**src/hdl/ece_pkg.sv**
```systemverilog
// ----------------------------------------------------------------------------
// ece_pkg
// shared types and constants of the encoder count extender
// ----------------------------------------------------------------------------
`default_nettype none

package ece_pkg;

  localparam int unsigned AuxChannels = 2;
  localparam int unsigned NumCh       = 2 + AuxChannels;
  localparam int unsigned SmpW        = 8;
  localparam int unsigned PosW        = 16;
  localparam int unsigned RawW        = 32;
  localparam int unsigned ScaleW      = 32;
  localparam int unsigned ShiftW      = 3;
  localparam int unsigned CfgIdxW     = 8;
  localparam int unsigned FracW       = 24;

  // channel slots
  localparam int unsigned ChLeft  = 0;
  localparam int unsigned ChRight = 1;

  localparam logic [ScaleW-1:0] ScaleOne   = ScaleW'(1) << FracW;
  localparam logic [NumCh-1:0]  RevDefault = NumCh'(13);

  typedef enum logic [1:0] {
    OpPrime  = 2'd0,
    OpStep   = 2'd1,
    OpUpdate = 2'd2
  } op_e;

  typedef enum logic [CfgIdxW-1:0] {
    RegRightScale  = 8'd0,
    RegReverseMask = 8'd1,
    RegLeftShift   = 8'd2,
    RegRightShift  = 8'd3,
    RegAux0Shift   = 8'd4,
    RegAux1Shift   = 8'd5
  } reg_idx_e;

  typedef struct packed {
    logic [ScaleW-1:0]            right_scale;
    logic [NumCh-1:0]             reverse_mask;
    logic [NumCh-1:0][ShiftW-1:0] shift;
  } cfg_t;

  // pipeline moves, one bit per register bank
  typedef struct packed {
    logic in_adv;     // item leaves the input register, channel state updates
    logic mid_load;   // update word enters the tracking register
    logic prod_load;  // correction product is registered
    logic out_load;   // result register takes a word
  } pipe_ctrl_t;

  typedef struct packed {
    logic [NumCh-1:0][PosW-1:0] delta;
    logic [NumCh-1:0][PosW-1:0] pos;
    logic [RawW-1:0]            raw;
  } upd_t;

  typedef struct packed {
    logic [NumCh-1:0][PosW-1:0] delta;
    logic [NumCh-1:0][PosW-1:0] pos;
  } res_t;

endpackage

`default_nettype wire

```
**src/hdl/ece_cfg.sv**
```systemverilog
// ----------------------------------------------------------------------------
// ece_cfg
// configuration register bank, written through a valid/ready port
// ----------------------------------------------------------------------------
`default_nettype none

module ece_cfg (
  input  wire logic                         clk_i,
  input  wire logic                         rst_ni,
  input  wire logic                         cfg_valid_i,
  input  wire logic [ece_pkg::CfgIdxW-1:0]  cfg_index_i,
  input  wire logic [ece_pkg::ScaleW-1:0]   cfg_data_i,
  output ece_pkg::cfg_t                     cfg_o
);

  ece_pkg::cfg_t cfg_q, cfg_d;

  always_comb begin
    cfg_d = cfg_q;
    if (cfg_valid_i) begin
      unique case (cfg_index_i)
        ece_pkg::RegRightScale:  cfg_d.right_scale  = cfg_data_i;
        ece_pkg::RegReverseMask: cfg_d.reverse_mask = cfg_data_i[ece_pkg::NumCh-1:0];
        ece_pkg::RegLeftShift:   cfg_d.shift[0]     = cfg_data_i[ece_pkg::ShiftW-1:0];
        ece_pkg::RegRightShift:  cfg_d.shift[1]     = cfg_data_i[ece_pkg::ShiftW-1:0];
        ece_pkg::RegAux0Shift:   cfg_d.shift[2]     = cfg_data_i[ece_pkg::ShiftW-1:0];
        ece_pkg::RegAux1Shift:   cfg_d.shift[3]     = cfg_data_i[ece_pkg::ShiftW-1:0];
        default:                 cfg_d              = cfg_q;
      endcase
    end
  end

  always_ff @(posedge clk_i or negedge rst_ni) begin
    if (!rst_ni) begin
      cfg_q.right_scale  <= ece_pkg::ScaleOne;
      cfg_q.reverse_mask <= ece_pkg::RevDefault;
      cfg_q.shift        <= '0;
    end else begin
      cfg_q <= cfg_d;
    end
  end

  assign cfg_o = cfg_q;

endmodule

`default_nettype wire

```
**src/hdl/ece_track.sv**
```systemverilog
// ----------------------------------------------------------------------------
// ece_track
// per channel sample tracking, step totals and position update
// ----------------------------------------------------------------------------
`default_nettype none

module ece_track (
  input  wire logic                                            clk_i,
  input  wire logic                                            rst_ni,
  input  wire ece_pkg::pipe_ctrl_t                             ctrl_i,
  input  wire ece_pkg::cfg_t                                   cfg_i,
  input  wire logic [1:0]                                      op_i,
  input  wire logic [ece_pkg::NumCh-1:0][ece_pkg::SmpW-1:0]    sample_i,
  output ece_pkg::upd_t                                        mid_o
);

  localparam int unsigned NumCh = ece_pkg::NumCh;
  localparam int unsigned SmpW  = ece_pkg::SmpW;
  localparam int unsigned PosW  = ece_pkg::PosW;
  localparam int unsigned RawW  = ece_pkg::RawW;

  logic [NumCh-1:0][SmpW-1:0] prev_smp_q, prev_smp_d;
  logic [NumCh-1:0][PosW-1:0] step_q, step_d;
  logic [NumCh-1:0][PosW-1:0] prev_step_q, prev_step_d;
  logic [NumCh-1:0][PosW-1:0] pos_q, pos_d;
  logic [RawW-1:0]            raw_q, raw_d;

  logic [NumCh-1:0][SmpW-1:0] smp_diff;
  logic [NumCh-1:0][PosW-1:0] step_new;
  logic [NumCh-1:0][PosW-1:0] masked;
  logic [NumCh-1:0][PosW-1:0] diff;
  logic [NumCh-1:0][PosW-1:0] chan_delta;
  logic [NumCh-1:0][PosW-1:0] pos_new;
  logic [RawW-1:0]            raw_new;
  ece_pkg::upd_t              mid_q;

  always_comb begin
    for (int c = 0; c < NumCh; c++) begin
      smp_diff[c]   = sample_i[c] - prev_smp_q[c];
      step_new[c]   = step_q[c] + {{(PosW-SmpW){smp_diff[c][SmpW-1]}}, smp_diff[c]};
      masked[c]     = step_new[c] & (PosW'('1) << cfg_i.shift[c]);
      diff[c]       = cfg_i.reverse_mask[c] ? (prev_step_q[c] - masked[c])
                                            : (masked[c] - prev_step_q[c]);
      chan_delta[c] = $signed(diff[c]) >>> cfg_i.shift[c];
      pos_new[c]    = pos_q[c] + chan_delta[c];
    end
    raw_new = raw_q + {{(RawW-PosW){chan_delta[ece_pkg::ChRight][PosW-1]}},
                       chan_delta[ece_pkg::ChRight]};
  end

  always_comb begin
    prev_smp_d  = prev_smp_q;
    step_d      = step_q;
    prev_step_d = prev_step_q;
    pos_d       = pos_q;
    raw_d       = raw_q;
    case (op_i)
      ece_pkg::OpPrime: prev_smp_d = sample_i;
      ece_pkg::OpStep: begin
        prev_smp_d = sample_i;
        step_d     = step_new;
      end
      ece_pkg::OpUpdate: begin
        prev_smp_d  = sample_i;
        step_d      = step_new;
        prev_step_d = masked;
        pos_d       = pos_new;
        raw_d       = raw_new;
      end
      default: ;
    endcase
  end

  always_ff @(posedge clk_i or negedge rst_ni) begin
    if (!rst_ni) begin
      prev_smp_q  <= '0;
      step_q      <= '0;
      prev_step_q <= '0;
      pos_q       <= '0;
      raw_q       <= '0;
    end else if (ctrl_i.in_adv) begin
      prev_smp_q  <= prev_smp_d;
      step_q      <= step_d;
      prev_step_q <= prev_step_d;
      pos_q       <= pos_d;
      raw_q       <= raw_d;
    end
  end

  // update word towards the correction stage
  always_ff @(posedge clk_i) begin
    if (ctrl_i.mid_load) begin
      mid_q.delta <= chan_delta;
      mid_q.pos   <= pos_new;
      mid_q.raw   <= raw_new;
    end
  end

  assign mid_o = mid_q;

endmodule

`default_nettype wire

```
**src/hdl/ece_correct.sv**
```systemverilog
// ----------------------------------------------------------------------------
// ece_correct
// right channel scale correction and result register
// ----------------------------------------------------------------------------
`default_nettype none

module ece_correct (
  input  wire logic                clk_i,
  input  wire logic                rst_ni,
  input  wire ece_pkg::pipe_ctrl_t ctrl_i,
  input  wire ece_pkg::cfg_t       cfg_i,
  input  wire ece_pkg::upd_t       mid_i,
  output ece_pkg::res_t            res_o
);

  localparam int unsigned PosW   = ece_pkg::PosW;
  localparam int unsigned RawW   = ece_pkg::RawW;
  localparam int unsigned ScaleW = ece_pkg::ScaleW;
  localparam int unsigned FracW  = ece_pkg::FracW;
  localparam int unsigned ProdW  = RawW + ScaleW + 1;

  logic signed [ProdW-1:0] prod;
  logic [PosW-1:0]         right_pos;

  ece_pkg::res_t   prod_q, prod_d;
  ece_pkg::res_t   res_q, res_d;
  logic [PosW-1:0] rpos_q;
  logic [PosW-1:0] right_delta;

  // signed sum times unsigned f8.24 factor, rounded half up
  assign prod      = $signed(mid_i.raw) * $signed({1'b0, cfg_i.right_scale});
  assign right_pos = prod[FracW+PosW-1:FracW] + PosW'(prod[FracW-1]);

  always_comb begin
    prod_d.delta                 = mid_i.delta;
    prod_d.pos                   = mid_i.pos;
    prod_d.pos[ece_pkg::ChRight] = right_pos;
  end

  always_ff @(posedge clk_i) begin
    if (ctrl_i.prod_load) begin
      prod_q <= prod_d;
    end
  end

  assign right_delta = prod_q.pos[ece_pkg::ChRight] - rpos_q;

  always_ff @(posedge clk_i or negedge rst_ni) begin
    if (!rst_ni) begin
      rpos_q <= '0;
    end else if (ctrl_i.out_load) begin
      rpos_q <= prod_q.pos[ece_pkg::ChRight];
    end
  end

  always_comb begin
    res_d                         = prod_q;
    res_d.delta[ece_pkg::ChRight] = right_delta;
  end

  always_ff @(posedge clk_i) begin
    if (ctrl_i.out_load) begin
      res_q <= res_d;
    end
  end

  assign res_o = res_q;

endmodule

`default_nettype wire

```
**src/hdl/encoder_count_extender.sv**
```systemverilog
// ----------------------------------------------------------------------------
// encoder_count_extender
// extends four wrapping 8-bit encoder counters into 16-bit positions
// ----------------------------------------------------------------------------
// The block takes one word per clock on the input channel while in_stall_o is
// low and, for every update word, presents one result word after it has passed
// the input register, channel tracking register, correction product register
// and result register. Prime and step words change only the channel state
// and produce no result. Sustained rate is one word per cycle when the output
// side does not stall; the channel state (step totals, positions, right raw
// sum) is updated in the same cycle a word leaves the input register, and the
// right position comes from a single 32 by 33 bit multiply in its own stage.
// Stall propagates from the result register back to the input within the
// same cycle, so a full pipeline holds all four words. Configuration is
// written through its own port, always ready, and must only be written when
// the block is idle.
// ----------------------------------------------------------------------------
`default_nettype none

module encoder_count_extender (
  input  wire logic                               clk_i,
  input  wire logic                               rst_ni,
  // configuration write port
  input  wire logic                               cfg_valid_i,
  output wire logic                               cfg_ready_o,
  input  wire logic [ece_pkg::CfgIdxW-1:0]        cfg_index_i,
  input  wire logic [ece_pkg::ScaleW-1:0]         cfg_data_i,
  // input channel
  input  wire logic                               in_valid_i,
  output wire logic                               in_stall_o,
  input  wire logic [1:0]                         operation_i,
  input  wire logic [ece_pkg::SmpW-1:0]           left_sample_i,
  input  wire logic [ece_pkg::SmpW-1:0]           right_sample_i,
  input  wire logic [ece_pkg::SmpW-1:0]           aux0_sample_i,
  input  wire logic [ece_pkg::SmpW-1:0]           aux1_sample_i,
  // result channel
  output wire logic                               out_valid_o,
  input  wire logic                               out_stall_i,
  output wire logic signed [ece_pkg::PosW-1:0]    left_delta_o,
  output wire logic signed [ece_pkg::PosW-1:0]    right_delta_o,
  output wire logic signed [ece_pkg::PosW-1:0]    aux0_delta_o,
  output wire logic signed [ece_pkg::PosW-1:0]    aux1_delta_o,
  output wire logic [ece_pkg::PosW-1:0]           left_position_o,
  output wire logic [ece_pkg::PosW-1:0]           right_position_o,
  output wire logic [ece_pkg::PosW-1:0]           aux0_position_o,
  output wire logic [ece_pkg::PosW-1:0]           aux1_position_o
);

  localparam int unsigned NumCh = ece_pkg::NumCh;
  localparam int unsigned SmpW  = ece_pkg::SmpW;

  ece_pkg::cfg_t      cfg;
  ece_pkg::pipe_ctrl_t ctrl;
  ece_pkg::upd_t      mid;
  ece_pkg::res_t      res;

  // input register
  logic                       in_vld_q;
  logic [1:0]                 op_q;
  logic [NumCh-1:0][SmpW-1:0] smp_q;

  // stage valids
  logic mid_vld_q, prod_vld_q, out_vld_q;

  // ready chain, from the result register back towards the input
  logic out_rdy, prod_rdy, mid_rdy, in_rdy;
  logic is_update;

  assign out_rdy  = !out_vld_q  || !out_stall_i;
  assign prod_rdy = !prod_vld_q || out_rdy;
  assign mid_rdy  = !mid_vld_q  || prod_rdy;
  assign in_rdy   = !in_vld_q   || mid_rdy;

  assign is_update = (op_q == ece_pkg::OpUpdate);

  assign ctrl.in_adv    = in_vld_q && mid_rdy;
  assign ctrl.mid_load  = ctrl.in_adv && is_update;
  assign ctrl.prod_load = mid_vld_q && prod_rdy;
  assign ctrl.out_load  = prod_vld_q && out_rdy;

  always_ff @(posedge clk_i or negedge rst_ni) begin
    if (!rst_ni) begin
      in_vld_q   <= 1'b0;
      mid_vld_q  <= 1'b0;
      prod_vld_q <= 1'b0;
      out_vld_q  <= 1'b0;
    end else begin
      if (in_rdy)   in_vld_q   <= in_valid_i;
      if (mid_rdy)  mid_vld_q  <= ctrl.mid_load;
      if (prod_rdy) prod_vld_q <= mid_vld_q;
      if (out_rdy)  out_vld_q  <= prod_vld_q;
    end
  end

  // input word payload, no reset needed
  always_ff @(posedge clk_i) begin
    if (in_valid_i && in_rdy) begin
      op_q     <= operation_i;
      smp_q[0] <= left_sample_i;
      smp_q[1] <= right_sample_i;
      smp_q[2] <= aux0_sample_i;
      smp_q[3] <= aux1_sample_i;
    end
  end

  ece_cfg u_cfg (
    .clk_i       (clk_i),
    .rst_ni      (rst_ni),
    .cfg_valid_i (cfg_valid_i),
    .cfg_index_i (cfg_index_i),
    .cfg_data_i  (cfg_data_i),
    .cfg_o       (cfg)
  );

  ece_track u_track (
    .clk_i    (clk_i),
    .rst_ni   (rst_ni),
    .ctrl_i   (ctrl),
    .cfg_i    (cfg),
    .op_i     (op_q),
    .sample_i (smp_q),
    .mid_o    (mid)
  );

  ece_correct u_correct (
    .clk_i  (clk_i),
    .rst_ni (rst_ni),
    .ctrl_i (ctrl),
    .cfg_i  (cfg),
    .mid_i  (mid),
    .res_o  (res)
  );

  assign cfg_ready_o = 1'b1;
  assign in_stall_o  = !in_rdy;
  assign out_valid_o = out_vld_q;

  assign left_delta_o     = res.delta[0];
  assign right_delta_o    = res.delta[1];
  assign aux0_delta_o     = res.delta[2];
  assign aux1_delta_o     = res.delta[3];
  assign left_position_o  = res.pos[0];
  assign right_position_o = res.pos[1];
  assign aux0_position_o  = res.pos[2];
  assign aux1_position_o  = res.pos[3];

endmodule

`default_nettype wire

```
**config.mk**
```make
export PLATFORM = sky130hd
export DESIGN_NAME = encoder_count_extender
export DESIGN_NICKNAME = d
export VERILOG_FILES = /design/src/hdl/ece_pkg.sv /design/src/hdl/ece_cfg.sv /design/src/hdl/ece_track.sv /design/src/hdl/ece_correct.sv /design/src/hdl/encoder_count_extender.sv
export SDC_FILE = /design/constraint.sdc
export NUM_CORES = 2
export LEC_CHECK = 0
export ABC_AREA = 1
export BUFFER_PORTS_ARGS = -buffer_cell sky130_fd_sc_hd__buf_2
export CAP_MARGIN = 20
export CORE_ASPECT_RATIO = 0.9
export CORE_MARGIN = 4
export CORE_UTILIZATION = 58
export CTS_CLUSTER_SIZE = 24
export DETAILED_ROUTE_END_ITERATION = 16
export GPL_TIMING_DRIVEN = 0
export PLACE_DENSITY = 0.78
export SYNTH_ARGS = -nofsm -noshare
export SYNTH_HDL_FRONTEND = slang
export SYNTH_SLANG_ARGS = --single-unit
```
**constraint.sdc**
```tcl
create_clock -name clk_i -period 7.8 [get_ports clk_i]
set_input_delay 0 -clock clk_i [delete_from_list [all_inputs] [get_ports clk_i]]
set_output_delay 0 -clock clk_i [all_outputs]
set_load 0.05 [all_outputs]
```
======== Word level (Yosys, flattened, before mapping) ========
Cells that the tools add are included.
Widths: inputs -> output; s select.
word-level totals
  register bits ........................... 710
  input port bits ......................... 79
  logic and storage cells ................. 128
operators by class
  bitwise logic cells ..................... 4
  muxes and demuxes ....................... 4
  reduce and logical (&&, ||, !) cells .... 28
  shifts and indexed selects .............. 8
  multiply operators ...................... 1
  equality and inequality tests ........... 7
  $add $sub $neg .......................... 22
operators with widths
  kind                   count
  $sub 16x16->16         9
  $add 16x16->16         7
  $and 16x16->16         4
  $mux 16                4
  $shl 16x3->16 const A  4
  $sshr 16x3->16         4
  $mul 32x33->40         1
  $add 32x32->32         1
  $sub 8x8->8            4
  $reduce_and 2->1       9
  $add 16x1->16          1
  $eq 8x2->1 const B     2
  $eq 8x3->1 const B     2
  $eq 8x1->1 const B     1
  $logic_not 8->1        1
  $logic_not 1->1        6
  $logic_and 1x1->1      5
  $logic_or 1x1->1       4
  $reduce_or 3->1        1
  $eq 2x1->1 const B     1
  $eq 2x2->1 const B     1
  $logic_not 2->1        1
  $reduce_or 2->1        1

======== Logic depth before layout (Yosys ltp) ========
  depth after elaboration ................. 7
  depth in mapped cells ................... 53

======== By module ========
Synthesis repeated with hierarchy kept, for this count alone.
second synthesis, totals
  cells, all modules ...................... 8099
  area, all modules ....................... 67533.5 µm²
modules (own cells, without submodules)
  module                  seq. area each (µm²)  instances  area each (µm²)  cells each
  ece_correct             7607.3                1          33549.7          3845
  ece_track               11210.8               1          30703.2          3960
  ece_cfg                 1206.2                1          2054.5           233
  encoder_count_extender  1121.1                1          1226.2           61

======== Least setup slack after synthesis ========
OpenSTA, ideal clock, no wires.
  path kind ............................... register to register
  start point ............................. reg u_cfg.cfg_q, in the netlist u_cfg.cfg_o[37]
  end point ............................... reg u_correct.prod_q[30] (netlist bit), data pin
  setup slack ............................. 613 ps
  buffers on the path ..................... 2
  data arrival time ....................... 6934 ps
  data required time ...................... 7547 ps
  cell stages (with the launch flop) ...... 28
  clock period less this slack ............ 7187 ps
  library setup time ...................... 253 ps
  cells stage by stage .................... dfrtp_1 -> clkbuf_1 -> buf_1 -> nand2_1 -> fa_1 -> inv_1 -> fa_1 -> inv_1 -> fa_1 -> fa_1 -> fa_1 -> fa_1 -> fa_1 -> fa_1 -> inv_1 -> ha_1 -> nand2_1 -> nor2_1 -> inv_1 -> o21ai_0 -> xor2_1 -> ha_1 -> ha_1 -> nand3_1 -> nor2_1 -> nand3_1 -> nand3_1 -> nand2_1
on the way
  word-level cells in the longest chain between the ends .. 2
ends and longest elaborated chain
  what                         line               text
  start: declaration           ece_cfg.sv:16      ece_pkg::cfg_t cfg_q, cfg_d;
  start signal: assignment     ece_cfg.sv:39      cfg_q <= cfg_d;
  $mul 32x33->40               ece_correct.sv:31  assign prod = $signed(mid_i.raw) * $signed({1'b0, cfg_i.right_scale});
  $add 16x1->16                ece_correct.sv:32  assign right_pos = prod[FracW+PosW-1:FracW] + PosW'(prod[FracW-1]);
  net u_correct.right_pos[14]  ece_correct.sv:23  logic [PosW-1:0] right_pos;
  end signal: assignment       ece_correct.sv:42  prod_q <= prod_d;
  end: declaration             ece_correct.sv:25  ece_pkg::res_t prod_q, prod_d;
The timed path passes the listed nets, and every way through them passes these cells.
A chain may end at the register's enable or synchronous reset.

======== Worst setup path after layout ========
  start point ............................. reg u_cfg.cfg_q, in the netlist u_cfg.cfg_o[24]
  end point ............................... reg u_correct.prod_q[22] (netlist bit), data pin
Same word-level chain as after synthesis.

==> results.sh <==
export IMPL_outcome="finished, final reports clean"
export IMPL_setup_worst_path_class="reg -> reg"
export IMPL_numClockSinks=710
export IMPL_rows=115
export IMPL_hold_viol=0
export IMPL_synth_area_leader_cell="fa_1"
export IMPL_grt_usage_pct=33.9
export IMPL_min_period_ns=7.62
export IMPL_synth_warnings=0
export IMPL_drt_total_wl_mm=195
export IMPL_design_area_final_mm2=0.0729
export IMPL_synth_fp_nets=8763
export IMPL_clk_pin_slew_ns=0.06
export IMPL_synthesis_instances=7570
export IMPL_synthArstFlopShare_pct=43.4
export IMPL_die_w_um=358
export IMPL_synth_seq_cells=710
export IMPL_timing_slew_headroom_pct=25.4
export IMPL_post_route_worst_setup_slack_ns=0.180
export IMPL_timing_critical_path_slowest_cell_delay_ns=0.63
export IMPL_drt_wirelength_per_cell_um=20.4
export IMPL_grt_max_degree=101
export IMPL_drt_first_iter_violations=5211
export IMPL_postRouteAntennaNets=0
export IMPL_layout_filler_cells=8682
export IMPL_avgViaCountPerCell=5.56
export IMPL_pin_count=210
export IMPL_clk_latency_ns=0.71
export IMPL_cpMostUsedCell="fa_1"
export IMPL_flow_area_growth_from_synthesis_pct=13.8
export IMPL_synth_cells_most_frequent="nand2_1 (2,029), inv_1 (1,590), fa_1 (646)"
export IMPL_timing_hold_worst_class="in -> reg"
export IMPL_nets=9220
export IMPL_tightest_pin_transition_ns=1.12
export IMPL_clk_path_buf_depth=3
export IMPL_slew_viol_final=0
export IMPL_synth_enable_flop_cells=402
export IMPL_cts_buffers_inserted=80
export IMPL_critical_path_max_fanout=10
export IMPL_setup_viol_count_final=0
export IMPL_clock_tree_htree_level_count=3
export IMPL_die_footprint_mm2=0.116
export IMPL_drc=0
export IMPL_endpoint_kind="flip-flop"
export IMPL_place_detailed_hpwl_mm=151
export IMPL_drtPass1Iterations=6
export IMPL_via_count_of_the_first_global_routing_pass=53633
export IMPL_finalCritPeriodShare_pct=97.7
export IMPL_cp_data_arrival_time_ns=8.03
export IMPL_dpl_instance_area_mm2=0.0672
export IMPL_seq_area_frac_synth_pct=30.9
export IMPL_ys_flop_type="edfxtp_1"
export IMPL_syn_area_per_cell_um2=8.46
export IMPL_synth_top_cells_by_area="fa_1 (20%), edfxtp_1 (19%), nand2_1 (12%)"
export IMPL_synthMostInstantiatedCell="nand2_1"
export IMPL_antenna_found_initial=1
export IMPL_post_synth_top_area_fraction_pct=20.2
export IMPL_port_buffer_count=208
export IMPL_die_y_um=323
export IMPL_cts_root_buffer_type="clkbuf_16"
export IMPL_required_ns=8.21
export IMPL_cp_start_kind="flip-flop"
export IMPL_initial_core_util_pct=58.5
export IMPL_timing_max_cap_violations=0
export IMPL_grt_pass1_wl_mm=301
export IMPL_hold_worst_slack_ns=0.0511
export IMPL_critical_path_slowest_cell="fa_1"
export IMPL_fin_skew_ns=0.0529
export IMPL_tritoncts="done"
export IMPL_post_route_cells_drive_above_1_share_pct=9.83
export IMPL_global_placement_routability_congestion=1.01
export IMPL_maxClockFrequency_mhz=131
export IMPL_gr_total_overflow=0
export IMPL_mappedNetlistArea_mm2=0.0641
export IMPL_routed_via_count=53176
export IMPL_detailedPlace_worstSlack_ns=-1.46
export IMPL_synth_distinct_cells=67
export IMPL_placeableCoreArea_mm2=0.109
export IMPL_reg2reg_setup_slack_ns=0.18
## logic make-up (layout without fill, tap and decap cells)
| family | count (synthesis) | after routing | share of synthesized area (%) |
|---|---|---|---|
| buf+inv | 1854 | 2379 | 10.9 |
| compound gates | 909 | 909 | 7.83 |
| simple gates | 2705 | 2705 | 17.1 |
| other cells | 1 | 2 | 0.00585 |
| fa+ha+maj | 1114 | 1114 | 29.3 |
| flops | 710 | 710 | 30.9 |
| xor+xnor | 236 | 236 | 3.27 |
| mux | 41 | 41 | 0.703 |
## worst paths after layout
kind	start	cells after the start	endpoint
max	u_cfg.cfg_o[24]	29	u_correct.prod_q[22]
min	aux0_sample_i[6]	2	smp_q[22]
max reg2reg	u_cfg.cfg_o[24]	29	u_correct.prod_q[22]
min reg2reg	u_track.mid_o[98]	0	u_correct.prod_q[66]
max in group asynchronous	rst_ni	5	u_correct.rpos_q[8]
min in group asynchronous	rst_ni	4	u_track.step_q[29]
## stage by stage
step | std cells | util (%) | setup TNS [ns]
5_1_grt | 9557 | 66.6 | -0.314
2_1_floorplan | 7570 | - | 0
3_5_place_dp | 9250 | 61.4 | -13.88
6_report | 9558 | 66.6 | 0
3_3_place_gp | 9240 | 61.1 | -117.58
4_1_cts | 9512 | 65.4 | 0
## sequential cells by signal, summed over array words and instances, names as in the netlist, 32 cells and up
| register | count |
|---|---|
| smp_q | 32 |
| u_cfg.cfg_o | 48 |
| u_correct.prod_q | 112 |
| u_correct.res_o | 128 |
| u_track.mid_o | 128 |
| u_track.pos_q | 48 |
| u_track.prev_smp_q | 32 |
| u_track.prev_step_q | 64 |
| u_track.raw_q | 32 |
| u_track.step_q | 64 |
## worst max-delay path, delay by kind of cell (launching register included)
family / cells / cell delay (ns)
simple gates: 9 / 1.16
buf+inv: 9 / 0.87
fa+ha+maj: 9 / 4.32
xor+xnor: 2 / 0.39
flops: 1 / 0.53
## repair_timing
item / CTS / global route
hold buffers: 104 / 0
hold endpoints to repair: 327 / 0
resized for setup: 195 / 374
buffers inserted: 21 / 52
setup endpoints to repair: 16 / 65
pin swaps: 2 / 21
## area by class of cell
type / instances / area (µm²) / area share [%]
Buffer: 232 / 1570 / 2.16
Antenna cell: 1 / 2.50 / 0.00343
Sequential cell: 710 / 19800 / 27.2
Inverter: 1602 / 6020 / 8.25
Clock buffer: 106 / 2240 / 3.08
Timing Repair Buffer: 395 / 2950 / 4.04
Tap cell: 1462 / 1830 / 2.51
Clock inverter: 44 / 519 / 0.712
Multi-Input combinational cell: 5006 / 38000 / 52.1
## cell usage in the layout (no fill, tap or decap), drive strengths merged, types with 296 or more instances in the layout
| cell | count |
|---|---|
| a21oi | 348 |
| buf | 389 |
| edfxtp | 402 |
| inv | 1608 |
| nand3 | 296 |
| o21ai | 384 |
| dfrtp | 304 |
| nand2 | 2041 |
| ha | 468 |
| fa | 646 |
## routing by layer
| metal | GRT usage (%) | part of all wire, % | up-vias |
|---|---|---|---|
| met5 | 0 | 0.0036 | - |
| met4 | 15.6 | 5.4 | 2 |
| met3 | 8.27 | 10 | 498 |
| met2 | 52.5 | 44 | 2489 |
| met1 | 45.4 | 40 | 25861 |
| li1 | - | - | 24326 |
Power is left out: the tool's default activity adds up to more than one toggle a clock period on the data nets, which glitch-free logic cannot reach.
